--- src/hdl/ffha_pkg.sv ---
// Package for the first-fit heap allocator.
// Holds field widths, status codes, the command word, operation and state types.
`default_nettype none
package ffha_pkg;

    localparam int HEAP_BYTES_DEF   = 2048;
    localparam int HEADER_BYTES_DEF = 16;
    localparam int MAX_BLOCKS_DEF   = 32;

    localparam int CMD_W   = 1;
    localparam int REQ_W   = 12;
    localparam int ADDR_W  = 11;
    localparam int STAT_W  = 2;
    localparam int COUNT_W = 6;

    localparam logic [STAT_W-1:0] ST_OK      = 2'd0;
    localparam logic [STAT_W-1:0] ST_NO_FIT  = 2'd1;
    localparam logic [STAT_W-1:0] ST_UNKNOWN = 2'd2;
    localparam logic [STAT_W-1:0] ST_FULL    = 2'd3;

    typedef enum logic {
        OP_ALLOC = 1'b0,
        OP_FREE  = 1'b1
    } t_op;

    typedef struct packed {
        t_op               op;
        logic [REQ_W-1:0]  req;
        logic [ADDR_W-1:0] addr;
    } t_cmd;

    typedef enum logic [3:0] {
        S_IDLE,
        S_USCAN,
        S_FRD,
        S_FCHK,
        S_DEC,
        S_SRD,
        S_SWR,
        S_INS,
        S_DONE
    } t_state;

endpackage
`default_nettype wire

--- src/hdl/ffha_if.sv ---
// Valid/ready channel interfaces for the command and response words.
// Depends on ffha_pkg for the field widths.
`default_nettype none
interface ffha_in_if;
    logic                       valid;
    logic                       ready;
    logic [ffha_pkg::CMD_W-1:0]  command;
    logic [ffha_pkg::REQ_W-1:0]  request_bytes;
    logic [ffha_pkg::ADDR_W-1:0] block_address;
    modport source (output valid, command, request_bytes, block_address, input ready);
    modport sink   (input valid, command, request_bytes, block_address, output ready);
endinterface

interface ffha_out_if;
    logic                        valid;
    logic                        ready;
    logic [ffha_pkg::STAT_W-1:0]  status;
    logic [ffha_pkg::ADDR_W-1:0]  granted_address;
    logic [ffha_pkg::COUNT_W-1:0] free_segment_count;
    modport source (output valid, status, granted_address, free_segment_count, input ready);
    modport sink   (input valid, status, granted_address, free_segment_count, output ready);
endinterface
`default_nettype wire

--- src/hdl/ffha_front.sv ---
// Front end: accepts command words, decodes the operation, and queues them.
// Depends on ffha_pkg and ffha_if.
`default_nettype none
module ffha_front (
    input  wire logic           i_clk,
    input  wire logic           i_rst_n,
    ffha_in_if.sink             i_cmd,
    output ffha_pkg::t_cmd      o_q_data,
    output logic                o_q_valid,
    input  wire logic           i_q_ready
);
    import ffha_pkg::*;

    t_cmd       r_slot [2];
    logic       r_wp;
    logic       r_rp;
    logic [1:0] r_cnt;
    logic       w_push;
    logic       w_pop;
    t_cmd       w_in;

    assign i_cmd.ready = (r_cnt != 2'd2);
    assign w_push      = i_cmd.valid && i_cmd.ready;
    assign w_pop       = o_q_valid && i_q_ready;
    assign o_q_valid   = (r_cnt != 2'd0);
    assign o_q_data    = r_slot[r_rp];

    always_comb begin
        w_in.op   = t_op'(i_cmd.command);
        w_in.req  = i_cmd.request_bytes;
        w_in.addr = i_cmd.block_address;
    end

    always_ff @(posedge i_clk) begin
        if (!i_rst_n) begin
            r_wp  <= 1'b0;
            r_rp  <= 1'b0;
            r_cnt <= 2'd0;
        end else begin
            if (w_push) r_wp <= ~r_wp;
            if (w_pop)  r_rp <= ~r_rp;
            r_cnt <= r_cnt + {1'b0, w_push} - {1'b0, w_pop};
        end
    end

    always_ff @(posedge i_clk) begin
        if (w_push) r_slot[r_wp] <= w_in;
    end
endmodule
`default_nettype wire

--- src/hdl/ffha_back.sv ---
// Back end: runs allocate and free over the allocation and free segment tables.
// Depends on ffha_pkg and ffha_if; holds the free segment memory.
`default_nettype none
module ffha_back #(
    parameter int HEAP_BYTES   = ffha_pkg::HEAP_BYTES_DEF,
    parameter int HEADER_BYTES = ffha_pkg::HEADER_BYTES_DEF,
    parameter int MAX_BLOCKS   = ffha_pkg::MAX_BLOCKS_DEF
) (
    input  wire logic           i_clk,
    input  wire logic           i_rst_n,
    input  wire ffha_pkg::t_cmd i_q_data,
    input  wire logic           i_q_valid,
    output logic                o_q_ready,
    ffha_out_if.source          o_rsp
);
    import ffha_pkg::*;

    localparam int DW  = $clog2(HEAP_BYTES + 4096) + 1;
    localparam int FS  = MAX_BLOCKS + 1;
    localparam int UIW = $clog2(MAX_BLOCKS);
    localparam int FIW = $clog2(FS);
    localparam int CW  = $clog2(FS + 1);
    localparam logic [DW-1:0] HDR  = DW'(HEADER_BYTES);
    localparam logic [DW-1:0] INIT = DW'(HEAP_BYTES - HEADER_BYTES);

    typedef struct packed {
        logic [DW-1:0] start;
        logic [DW-1:0] bytes;
    } t_ent;

    t_state r_state, n_state;
    t_op    r_op;
    logic [DW-1:0] r_req, r_addr, r_seg, r_sz, r_grant;
    logic [UIW-1:0] r_u;
    logic [CW-1:0]  r_k, r_pos, r_total;
    logic r_up, r_hcur;
    t_ent r_prev, r_cur, r_rd;
    logic [STAT_W-1:0] r_status;

    t_ent r_fmem [FS];
    logic [MAX_BLOCKS-1:0] r_uvalid;
    logic [DW-1:0] r_ustart [MAX_BLOCKS];
    logic [DW-1:0] r_ubytes [MAX_BLOCKS];

    logic r_ovalid;
    logic [STAT_W-1:0] r_ostat;
    logic [ADDR_W-1:0] r_ogrant;
    logic [COUNT_W-1:0] r_ocount;

    // decision terms
    logic w_ufree, w_umatch, w_ulast, w_kend, w_fit, w_split, w_left, w_right;
    logic w_room, w_out_free, w_kpos;
    logic [DW-1:0] w_diff;
    logic [CW+COUNT_W-1:0] w_cnt_ext;

    // datapath controls
    logic w_we;
    logic [FIW-1:0] w_wa;
    t_ent w_wd;
    logic w_uset, w_uclr;
    logic [DW-1:0] w_uwstart, w_uwbytes;

    assign w_ufree  = !r_uvalid[r_u];
    assign w_umatch = r_uvalid[r_u] && (r_ustart[r_u] == r_addr);
    assign w_ulast  = (r_u == UIW'(MAX_BLOCKS - 1));
    assign w_kend   = (r_k >= r_total);
    assign w_fit    = (r_rd.bytes >= r_req);
    assign w_diff   = r_rd.bytes - r_req;
    assign w_split  = (w_diff > HDR);
    assign w_left   = (r_pos != '0) && (r_prev.start + HDR + r_prev.bytes == r_seg);
    assign w_right  = r_hcur && (r_seg + HDR + r_sz == r_cur.start);
    assign w_room   = (r_total < CW'(FS));
    assign w_kpos   = (r_k == r_pos);
    assign w_out_free = !r_ovalid || o_rsp.ready;
    assign o_q_ready = (r_state == S_IDLE);

    // next state
    always_comb begin
        n_state = r_state;
        unique case (r_state)
            S_IDLE:  if (i_q_valid) n_state = S_USCAN;
            S_USCAN: begin
                if (r_op == OP_ALLOC) begin
                    if (w_ufree) n_state = S_FRD;
                    else if (w_ulast) n_state = S_DONE;
                end else begin
                    if (w_umatch) n_state = S_FRD;
                    else if (w_ulast) n_state = S_DONE;
                end
            end
            S_FRD: begin
                if (!w_kend) n_state = S_FCHK;
                else if (r_op == OP_ALLOC) n_state = S_DONE;
                else n_state = S_DEC;
            end
            S_FCHK: begin
                if (r_op == OP_ALLOC) begin
                    if (!w_fit) n_state = S_FRD;
                    else if (w_split) n_state = S_DONE;
                    else n_state = S_SRD;
                end else begin
                    n_state = (r_rd.start > r_seg) ? S_DEC : S_FRD;
                end
            end
            S_DEC: begin
                if (w_left && w_right) n_state = S_SRD;
                else if (w_left || w_right || !w_room) n_state = S_DONE;
                else if (r_total > r_pos) n_state = S_SRD;
                else n_state = S_INS;
            end
            S_SRD:   n_state = (!r_up && w_kend) ? S_DONE : S_SWR;
            S_SWR:   n_state = (!r_up) ? S_SRD : (w_kpos ? S_INS : S_SRD);
            S_INS:   n_state = S_DONE;
            S_DONE:  if (w_out_free) n_state = S_IDLE;
            default: n_state = S_IDLE;
        endcase
    end

    // datapath and table controls
    always_comb begin
        w_we = 1'b0;
        w_wa = r_k[FIW-1:0];
        w_wd = r_rd;
        w_uset = 1'b0;
        w_uclr = 1'b0;
        w_uwstart = r_rd.start + HDR;
        w_uwbytes = r_req;
        unique case (r_state)
            S_FCHK: begin
                if (r_op == OP_ALLOC && w_fit) begin
                    w_uset = 1'b1;
                    if (w_split) begin
                        w_we = 1'b1;
                        w_wd.start = r_rd.start + HDR + r_req;
                        w_wd.bytes = w_diff - HDR;
                    end else begin
                        w_uwbytes = r_rd.bytes;
                    end
                end
            end
            S_USCAN: w_uclr = (r_op == OP_FREE) && w_umatch;
            S_DEC: begin
                if (w_left) begin
                    w_we = 1'b1;
                    w_wa = FIW'(r_pos - CW'(1));
                    w_wd.start = r_prev.start;
                    w_wd.bytes = w_right ? r_prev.bytes + HDR + r_sz + HDR + r_cur.bytes
                                         : r_prev.bytes + HDR + r_sz;
                end else if (w_right) begin
                    w_we = 1'b1;
                    w_wa = r_pos[FIW-1:0];
                    w_wd.start = r_seg;
                    w_wd.bytes = r_sz + HDR + r_cur.bytes;
                end
            end
            S_SWR: begin
                w_we = 1'b1;
                w_wa = r_up ? FIW'(r_k + CW'(1)) : FIW'(r_k - CW'(1));
            end
            S_INS: begin
                w_we = 1'b1;
                w_wa = r_pos[FIW-1:0];
                w_wd.start = r_seg;
                w_wd.bytes = r_sz;
            end
            default: ;
        endcase
    end

    always_ff @(posedge i_clk) begin
        if (!i_rst_n) begin
            r_state  <= S_IDLE;
            r_total  <= CW'(1);
            r_uvalid <= '0;
            r_ovalid <= 1'b0;
        end else begin
            r_state <= n_state;
            if (w_uset) r_uvalid[r_u] <= 1'b1;
            if (w_uclr) r_uvalid[r_u] <= 1'b0;
            if (r_state == S_DONE && w_out_free) r_ovalid <= 1'b1;
            else if (o_rsp.ready) r_ovalid <= 1'b0;
            if ((r_state == S_SRD && !r_up && w_kend)) r_total <= r_total - CW'(1);
            if (r_state == S_INS) r_total <= r_total + CW'(1);
        end
    end

    always_ff @(posedge i_clk) begin
        if (!i_rst_n) r_fmem[0] <= '{start: '0, bytes: INIT};
        else if (w_we) r_fmem[w_wa] <= w_wd;
        r_rd <= r_fmem[r_k[FIW-1:0]];
        if (w_uset) begin
            r_ustart[r_u] <= w_uwstart;
            r_ubytes[r_u] <= w_uwbytes;
        end
    end

    assign w_cnt_ext = {{COUNT_W{1'b0}}, r_total};

    always_ff @(posedge i_clk) begin
        unique case (r_state)
            S_IDLE: begin
                r_op     <= i_q_data.op;
                r_req    <= {{(DW-REQ_W){1'b0}}, i_q_data.req};
                r_addr   <= {{(DW-ADDR_W){1'b0}}, i_q_data.addr};
                r_u      <= '0;
                r_k      <= '0;
                r_grant  <= '0;
                r_status <= ST_OK;
                r_hcur   <= 1'b0;
            end
            S_USCAN: begin
                if (r_op == OP_ALLOC) begin
                    if (!w_ufree && w_ulast) r_status <= ST_FULL;
                    else if (!w_ufree) r_u <= r_u + UIW'(1);
                end else if (w_umatch) begin
                    r_seg <= r_ustart[r_u] - HDR;
                    r_sz  <= r_ubytes[r_u];
                end else if (w_ulast) begin
                    r_status <= ST_UNKNOWN;
                end else begin
                    r_u <= r_u + UIW'(1);
                end
            end
            S_FRD: begin
                if (w_kend && r_op == OP_ALLOC) r_status <= ST_NO_FIT;
                if (w_kend) r_pos <= r_k;
            end
            S_FCHK: begin
                if (r_op == OP_ALLOC) begin
                    if (!w_fit) r_k <= r_k + CW'(1);
                    else begin
                        r_grant <= r_rd.start + HDR;
                        r_k     <= r_k + CW'(1);
                        r_up    <= 1'b0;
                    end
                end else if (r_rd.start > r_seg) begin
                    r_hcur <= 1'b1;
                    r_cur  <= r_rd;
                    r_pos  <= r_k;
                end else begin
                    r_prev <= r_rd;
                    r_k    <= r_k + CW'(1);
                end
            end
            S_DEC: begin
                if (w_left && w_right) begin
                    r_k  <= r_pos + CW'(1);
                    r_up <= 1'b0;
                end else begin
                    r_k  <= r_total - CW'(1);
                    r_up <= 1'b1;
                end
            end
            S_SWR: r_k <= r_up ? r_k - CW'(1) : r_k + CW'(1);
            S_DONE: begin
                if (w_out_free) begin
                    r_ostat  <= r_status;
                    r_ogrant <= r_grant[ADDR_W-1:0];
                    r_ocount <= w_cnt_ext[COUNT_W-1:0];
                end
            end
            default: ;
        endcase
    end

    assign o_rsp.valid              = r_ovalid;
    assign o_rsp.status             = r_ostat;
    assign o_rsp.granted_address    = r_ogrant;
    assign o_rsp.free_segment_count = r_ocount;
endmodule
`default_nettype wire

--- src/hdl/first_fit_heap_allocator_top.sv ---
// Top level of the first-fit heap allocator: front queue plus table engine.
// Depends on ffha_pkg, ffha_if, ffha_front and ffha_back.
//
//   channel  | dir | word
//   i_cmd    | in  | command, request_bytes, block_address
//   o_rsp    | out | status, granted_address, free_segment_count
//
// One word is worked at a time. An allocate scans the allocation table one
// entry a cycle, then the free segment memory, reading each entry in S_FRD
// and checking it in S_FCHK; a drop shifts each later entry down through
// S_SRD and S_SWR. A free scans the same way and may shift entries up on
// insertion. Reset is synchronous; a two-word queue takes commands while
// the engine is busy, and a stalled response holds the engine in its last
// step.
`default_nettype none
module first_fit_heap_allocator_top #(
    parameter int HEAP_BYTES   = ffha_pkg::HEAP_BYTES_DEF,
    parameter int HEADER_BYTES = ffha_pkg::HEADER_BYTES_DEF,
    parameter int MAX_BLOCKS   = ffha_pkg::MAX_BLOCKS_DEF
) (
    input  wire logic i_clk,
    input  wire logic i_rst_n,
    ffha_in_if.sink   i_cmd,
    ffha_out_if.source o_rsp
);
    import ffha_pkg::*;

    t_cmd w_q_data;
    logic w_q_valid;
    logic w_q_ready;

    ffha_front u_front (
        .i_clk     (i_clk),
        .i_rst_n   (i_rst_n),
        .i_cmd     (i_cmd),
        .o_q_data  (w_q_data),
        .o_q_valid (w_q_valid),
        .i_q_ready (w_q_ready)
    );

    ffha_back #(
        .HEAP_BYTES   (HEAP_BYTES),
        .HEADER_BYTES (HEADER_BYTES),
        .MAX_BLOCKS   (MAX_BLOCKS)
    ) u_back (
        .i_clk     (i_clk),
        .i_rst_n   (i_rst_n),
        .i_q_data  (w_q_data),
        .i_q_valid (w_q_valid),
        .o_q_ready (w_q_ready),
        .o_rsp     (o_rsp)
    );

    a_grant_zero: assert property (@(posedge i_clk) disable iff (!i_rst_n)
        o_rsp.valid && (o_rsp.status != ST_OK) |-> (o_rsp.granted_address == '0))
        else $error("granted address set on a failed step");

    a_count_max: assert property (@(posedge i_clk) disable iff (!i_rst_n)
        o_rsp.valid |-> (32'(o_rsp.free_segment_count) <= 32'(MAX_BLOCKS + 1)))
        else $error("free segment count beyond table depth");

    a_grant_hdr: assert property (@(posedge i_clk) disable iff (!i_rst_n)
        o_rsp.valid && (o_rsp.status == ST_OK) && (o_rsp.granted_address != '0)
        |-> (32'(o_rsp.granted_address) >= 32'(HEADER_BYTES)))
        else $error("granted address inside a header");
endmodule
`default_nettype wire
--- src/flat_wrapper.sv ---
// flat-port wrapper written by rule: the top's interface ports become plain ports
module first_fit_heap_allocator_top_flat import ffha_pkg::*;
#(
    parameter int HEAP_BYTES   = ffha_pkg::HEAP_BYTES_DEF,
    parameter int HEADER_BYTES = ffha_pkg::HEADER_BYTES_DEF,
    parameter int MAX_BLOCKS   = ffha_pkg::MAX_BLOCKS_DEF
)
  (i_clk, i_rst_n, i_cmd_valid, i_cmd_command, i_cmd_request_bytes, i_cmd_block_address, i_cmd_ready, o_rsp_valid, o_rsp_status, o_rsp_granted_address, o_rsp_free_segment_count, o_rsp_ready);
  ffha_in_if i_cmd_i ();
  ffha_out_if o_rsp_i ();
  input  wire logic i_clk;
  input  wire logic i_rst_n;
  input wire logic [$bits(i_cmd_i.valid)-1:0] i_cmd_valid;
  input wire logic [$bits(i_cmd_i.command)-1:0] i_cmd_command;
  input wire logic [$bits(i_cmd_i.request_bytes)-1:0] i_cmd_request_bytes;
  input wire logic [$bits(i_cmd_i.block_address)-1:0] i_cmd_block_address;
  output wire logic [$bits(i_cmd_i.ready)-1:0] i_cmd_ready;
  output wire logic [$bits(o_rsp_i.valid)-1:0] o_rsp_valid;
  output wire logic [$bits(o_rsp_i.status)-1:0] o_rsp_status;
  output wire logic [$bits(o_rsp_i.granted_address)-1:0] o_rsp_granted_address;
  output wire logic [$bits(o_rsp_i.free_segment_count)-1:0] o_rsp_free_segment_count;
  input wire logic [$bits(o_rsp_i.ready)-1:0] o_rsp_ready;
  assign i_cmd_i.valid = i_cmd_valid;
  assign i_cmd_i.command = i_cmd_command;
  assign i_cmd_i.request_bytes = i_cmd_request_bytes;
  assign i_cmd_i.block_address = i_cmd_block_address;
  assign i_cmd_ready = i_cmd_i.ready;
  assign o_rsp_valid = o_rsp_i.valid;
  assign o_rsp_status = o_rsp_i.status;
  assign o_rsp_granted_address = o_rsp_i.granted_address;
  assign o_rsp_free_segment_count = o_rsp_i.free_segment_count;
  assign o_rsp_i.ready = o_rsp_ready;
  first_fit_heap_allocator_top #(.HEAP_BYTES(HEAP_BYTES), .HEADER_BYTES(HEADER_BYTES), .MAX_BLOCKS(MAX_BLOCKS)) u_core (.i_clk(i_clk), .i_rst_n(i_rst_n), .i_cmd(i_cmd_i), .o_rsp(o_rsp_i));
endmodule
--- config.mk ---
export PLATFORM = sky130hd
export DESIGN_NAME = first_fit_heap_allocator_top_flat
export DESIGN_NICKNAME = d
export VERILOG_FILES = /design/src/hdl/ffha_pkg.sv /design/src/hdl/ffha_if.sv /design/src/hdl/ffha_front.sv /design/src/hdl/ffha_back.sv /design/src/hdl/first_fit_heap_allocator_top.sv /design/src/flat_wrapper.sv
export SDC_FILE = /design/constraint.sdc
export NUM_CORES = 2
export LEC_CHECK = 0
export ABC_AREA = 1
export BUFFER_PORTS_ARGS = -buffer_cell sky130_fd_sc_hd__buf_4
export CAP_MARGIN = 30
export CORE_MARGIN = 2
export CORE_UTILIZATION = 35
export CTS_CLUSTER_SIZE = 8
export DETAILED_ROUTE_END_ITERATION = 10
export GPL_TIMING_DRIVEN = 1
export PLACE_DENSITY_LB_ADDON = 0.2
export SLEW_MARGIN = 20
export SYNTH_ARGS = -nofsm -noshare
export SYNTH_HDL_FRONTEND = slang
export SYNTH_SLANG_ARGS = --single-unit
--- constraint.sdc ---
create_clock -name i_clk -period 8.4 [get_ports i_clk]
set_input_delay 0.42 -clock i_clk [delete_from_list [all_inputs] [get_ports i_clk]]
set_output_delay 0.42 -clock i_clk [all_outputs]
set_load 0.005 [all_outputs]
==> impl_metrics.tcl <==
set metrics [dict create \
    tns_ns 0 \
    grt_pass1_vias 59860 \
    crit_start "u_core.u_back.r_prev[1]$_DFFE_PP_" \
    start_util_pct 35.16 \
    synthFlopType "edfxtp_1" \
    finalClockSkew_ns 0.04502 \
    setup.worst_path.start_class "register" \
    yosys_warnings 0 \
    finalNonFillerCells 11210 \
    p_per_area_nw_per_um2 315.1 \
    gp_congestion 0.9416 \
    max_freq_ghz 0.1639 \
    globalRouteOverflowTotal 0 \
    antenna_left 0 \
    setup_viol 0 \
    crit_path_end "u_core.u_back.r_fmem[22][0]$_DFFE_PP_" \
    cts_buffers 314 \
    tightest_slew_ns 1.111 \
    die-width_um 511.8 \
    insertion_delay_ns 0.93 \
    synthTopCellsByArea "edfxtp_1 67%, o21ai_0 4.0%, nand2_1 3.8%" \
    drc 0 \
    first_pass_iters 8 \
    hold_path.class "input pin to register" \
    placed_cells 10760 \
    num_io_pins 49 \
    cts-resized-gates 0 \
    rr_worst_depth 20 \
    die_area_sq_um 262000 \
    drive_gt1_share_pct 9.941 \
    die_y_um 511.8 \
    r2r_slack_ns 2.30 \
    h-tree-depth 5 \
    hpwl_mm 177.8 \
    synthArstFlopShare_pct 0 \
    synth.distinct_cells 58 \
    ir_drop_mv 0.2015 \
    holdWs_ns 0.2296 \
    synth_edf_count 2027 \
    leakagePower_uw 0.03536 \
    hold_viol 0 \
    rows 186 \
    cts_tree "yes" \
    finalCriticalPeriod_ns 6.103 \
    nNetsFinal 7967 \
    synth_seq_area_share_pct 69.21 \
    cts.path.max_buffers 4 \
    criticalPathCategory "register to register" \
    vias 62300 \
    wl_mm 294.2 \
    via_per_inst 5.559 \
    finalMaxSlewViolations 0 \
    cts.clk_slew.worst_paths_ns 0.05 \
    port-buffer-count 48 \
    ys_ff_latch 2107 \
    relSlewSlack_pct 25.93 \
    cp.required_ns 8.99 \
    cp_max_fo 21 \
    synth_area_sq_um 90260 \
    synth_cells 7538 \
    antenna_found_initial 15 \
    grt_start_max_net_pins 187 \
    grt_pass1_wl_mm 423.4 \
    synth_area_per_cell_sq_um 11.97 \
    drv_cap 0 \
    postCtsSetupBuffers 0 \
    synth_most_common_cell "edfxtp_1" \
    cts-root-buf "clkbuf_16" \
    rsz0062_at_grt "no" \
    core_area_sq_um 256700 \
    min_period_over_period_pct 72.65 \
    cts_hold_buf 27 \
    synthToLayoutAreaGrowth_pct 16.09 \
    r2r-end "u_core.u_back.r_fmem[22][0]$_DFFE_PP_" \
    yosysTopAreaCell "edfxtp_1" \
    reg2reg_from "u_core.u_back.r_prev[1]$_DFFE_PP_" \
    end_kind "register" \
    yosys-top-cells-count "2027 x edfxtp_1, 917 x nand2_1, 744 x nor2_1" \
    cp.arrival_ns 6.69 \
    wl_per_cell_um 26.25 \
    drt_iter0_drc 7104 \
    status "complete, no violations" \
    clkSinkCount 2107 \
    yosysTopAreaCellShare_pct 67.44 \
    track_usage_pct 21.85 \
]
[cell usage in the layout (no fill, tap or decap), types with 181 or more instances in the layout]
cell,synthesis,final
edfxtp_1,2027,2027
nor2_1,744,694
o21ai_0,714,713
buf_4,8,225
nand2_1,917,914
clkbuf_16,0,318
nand3_1,417,417
nor4_1,224,223
o22ai_1,235,235
a21oi_1,184,181
nor3_1,510,476
ha_1,193,193
inv_1,358,348
[area by class of cell]
class	count	area (sq um)
Inverter	383	1475
Tap cell	3384	4234
Multi-Input combinational cell	4626	25170
Antenna cell	7	17.52
Timing Repair Buffer	307	3097
Clock inverter	9	102.6
Fill cell	23910	151900
Clock buffer	384	8205
Sequential cell	2107	62480
[power by group]
| group | switching, uW | leakage [uW] | total, uW | internal, uW |
|---|---|---|---|---|
| combinational | 6910 | 0.0130 | 9110 | 2200 |
| sequential | 341 | 0.0183 | 12900 | 12500 |
| clock | 4290 | 0.00405 | 11000 | 6750 |
[registers in the layout, indices dropped and copies added, names as in the netlist, 12 cells and up, named ones only]
name / count
u_core.u_front.r_slot: 48
u_core.u_back.r_uvalid: 32
u_core.u_back.r_sz: 14
u_core.u_back.r_ubytes: 448
u_core.u_back.r_cur: 28
u_core.u_back.r_prev: 28
u_core.u_back.r_seg: 14
u_core.u_back.r_rd: 28
u_core.u_back.r_ustart: 448
u_core.u_back.r_fmem: 924
u_core.u_back.r_req: 12
[critical path, stage by stage, from the launching register on]
cell and delay [ns]:
edfxtp_1 0.42, ha_1 0.31, ha_1 0.22, fa_1 0.52, or2_1 0.26, nand3_1 0.07
nand3_1 0.09, nor2_1 0.13, nand3_1 0.10, nor2_1 0.16, nand2_1 0.07, nor2_1 0.11
nand2_2 0.33, nand3_1 0.24, nand2_2 0.11, a21oi_4 0.51, nand3_2 0.29, clkinv_1 0.20
nand3_1 0.46, nor2_4 0.74, buf_4 0.38
[routing by layer]
metal  wire (um)  vias to the layer above  GRT usage, %
met4        9753                        2         7.705
met1      129200                    31260         31.06
met3       21720                      498         3.392
li1            -                    28010             -
met2      133400                     2534         33.90
met5         121                        -             0
[logic make-up after synthesis]
group                    count (synthesis)  share of synthesized area, %
XOR/XNOR                               134                         1.300
other                                    1                      0.004155
AND/OR/NAND/NOR                       2899                         14.36
flip-flops                            2107                         69.21
adder cells (fa/ha/maj)                200                         2.831
AO/OA/AOI/OAI                         1361                         8.666
buffers and inverters                  836                         3.628
[metrics by stage]
stage / setup slack (ns) / cell area [sq um] / total power (uW) / util (%)
after detailed placement: 2.330 / 95790 / 21980 / 37.32
after CTS: 2.304 / 104400 / 33080 / 40.66
after global placement: 2.385 / 95160 / 21920 / 37.07
after floorplan: 3.247 / 90370 / 18170 / -
after global routing: 1.916 / 104800 / 34320 / 40.81
final: 2.297 / 104800 / 33020 / 40.82
[worst min path at each step]
stage                                                start                                          endpoint  slack [ns]  depth (start not counted)
floorplan           u_core.u_back.r_grant[0]$_SDFFCE_PN0P_  u_core.u_back.o_rsp.granted_address[0]$_DFFE_PP_        0.40                          0
detailed placement  u_core.u_back.r_grant[2]$_SDFFCE_PN0P_  u_core.u_back.o_rsp.granted_address[2]$_DFFE_PP_        0.40                          0
global route                        i_cmd_request_bytes[2]            u_core.u_front.r_slot[0][13]$_DFFE_PP_        0.20                          2
finish                                       i_cmd_command            u_core.u_front.r_slot[1][23]$_DFFE_PP_        0.23                          2
global placement    u_core.u_back.r_grant[5]$_SDFFCE_PN0P_  u_core.u_back.o_rsp.granted_address[5]$_DFFE_PP_        0.40                          0
CTS                                 i_cmd_request_bytes[2]            u_core.u_front.r_slot[0][13]$_DFFE_PP_        0.14                          2
No activity file was read; power rests on OpenSTA's default activity.
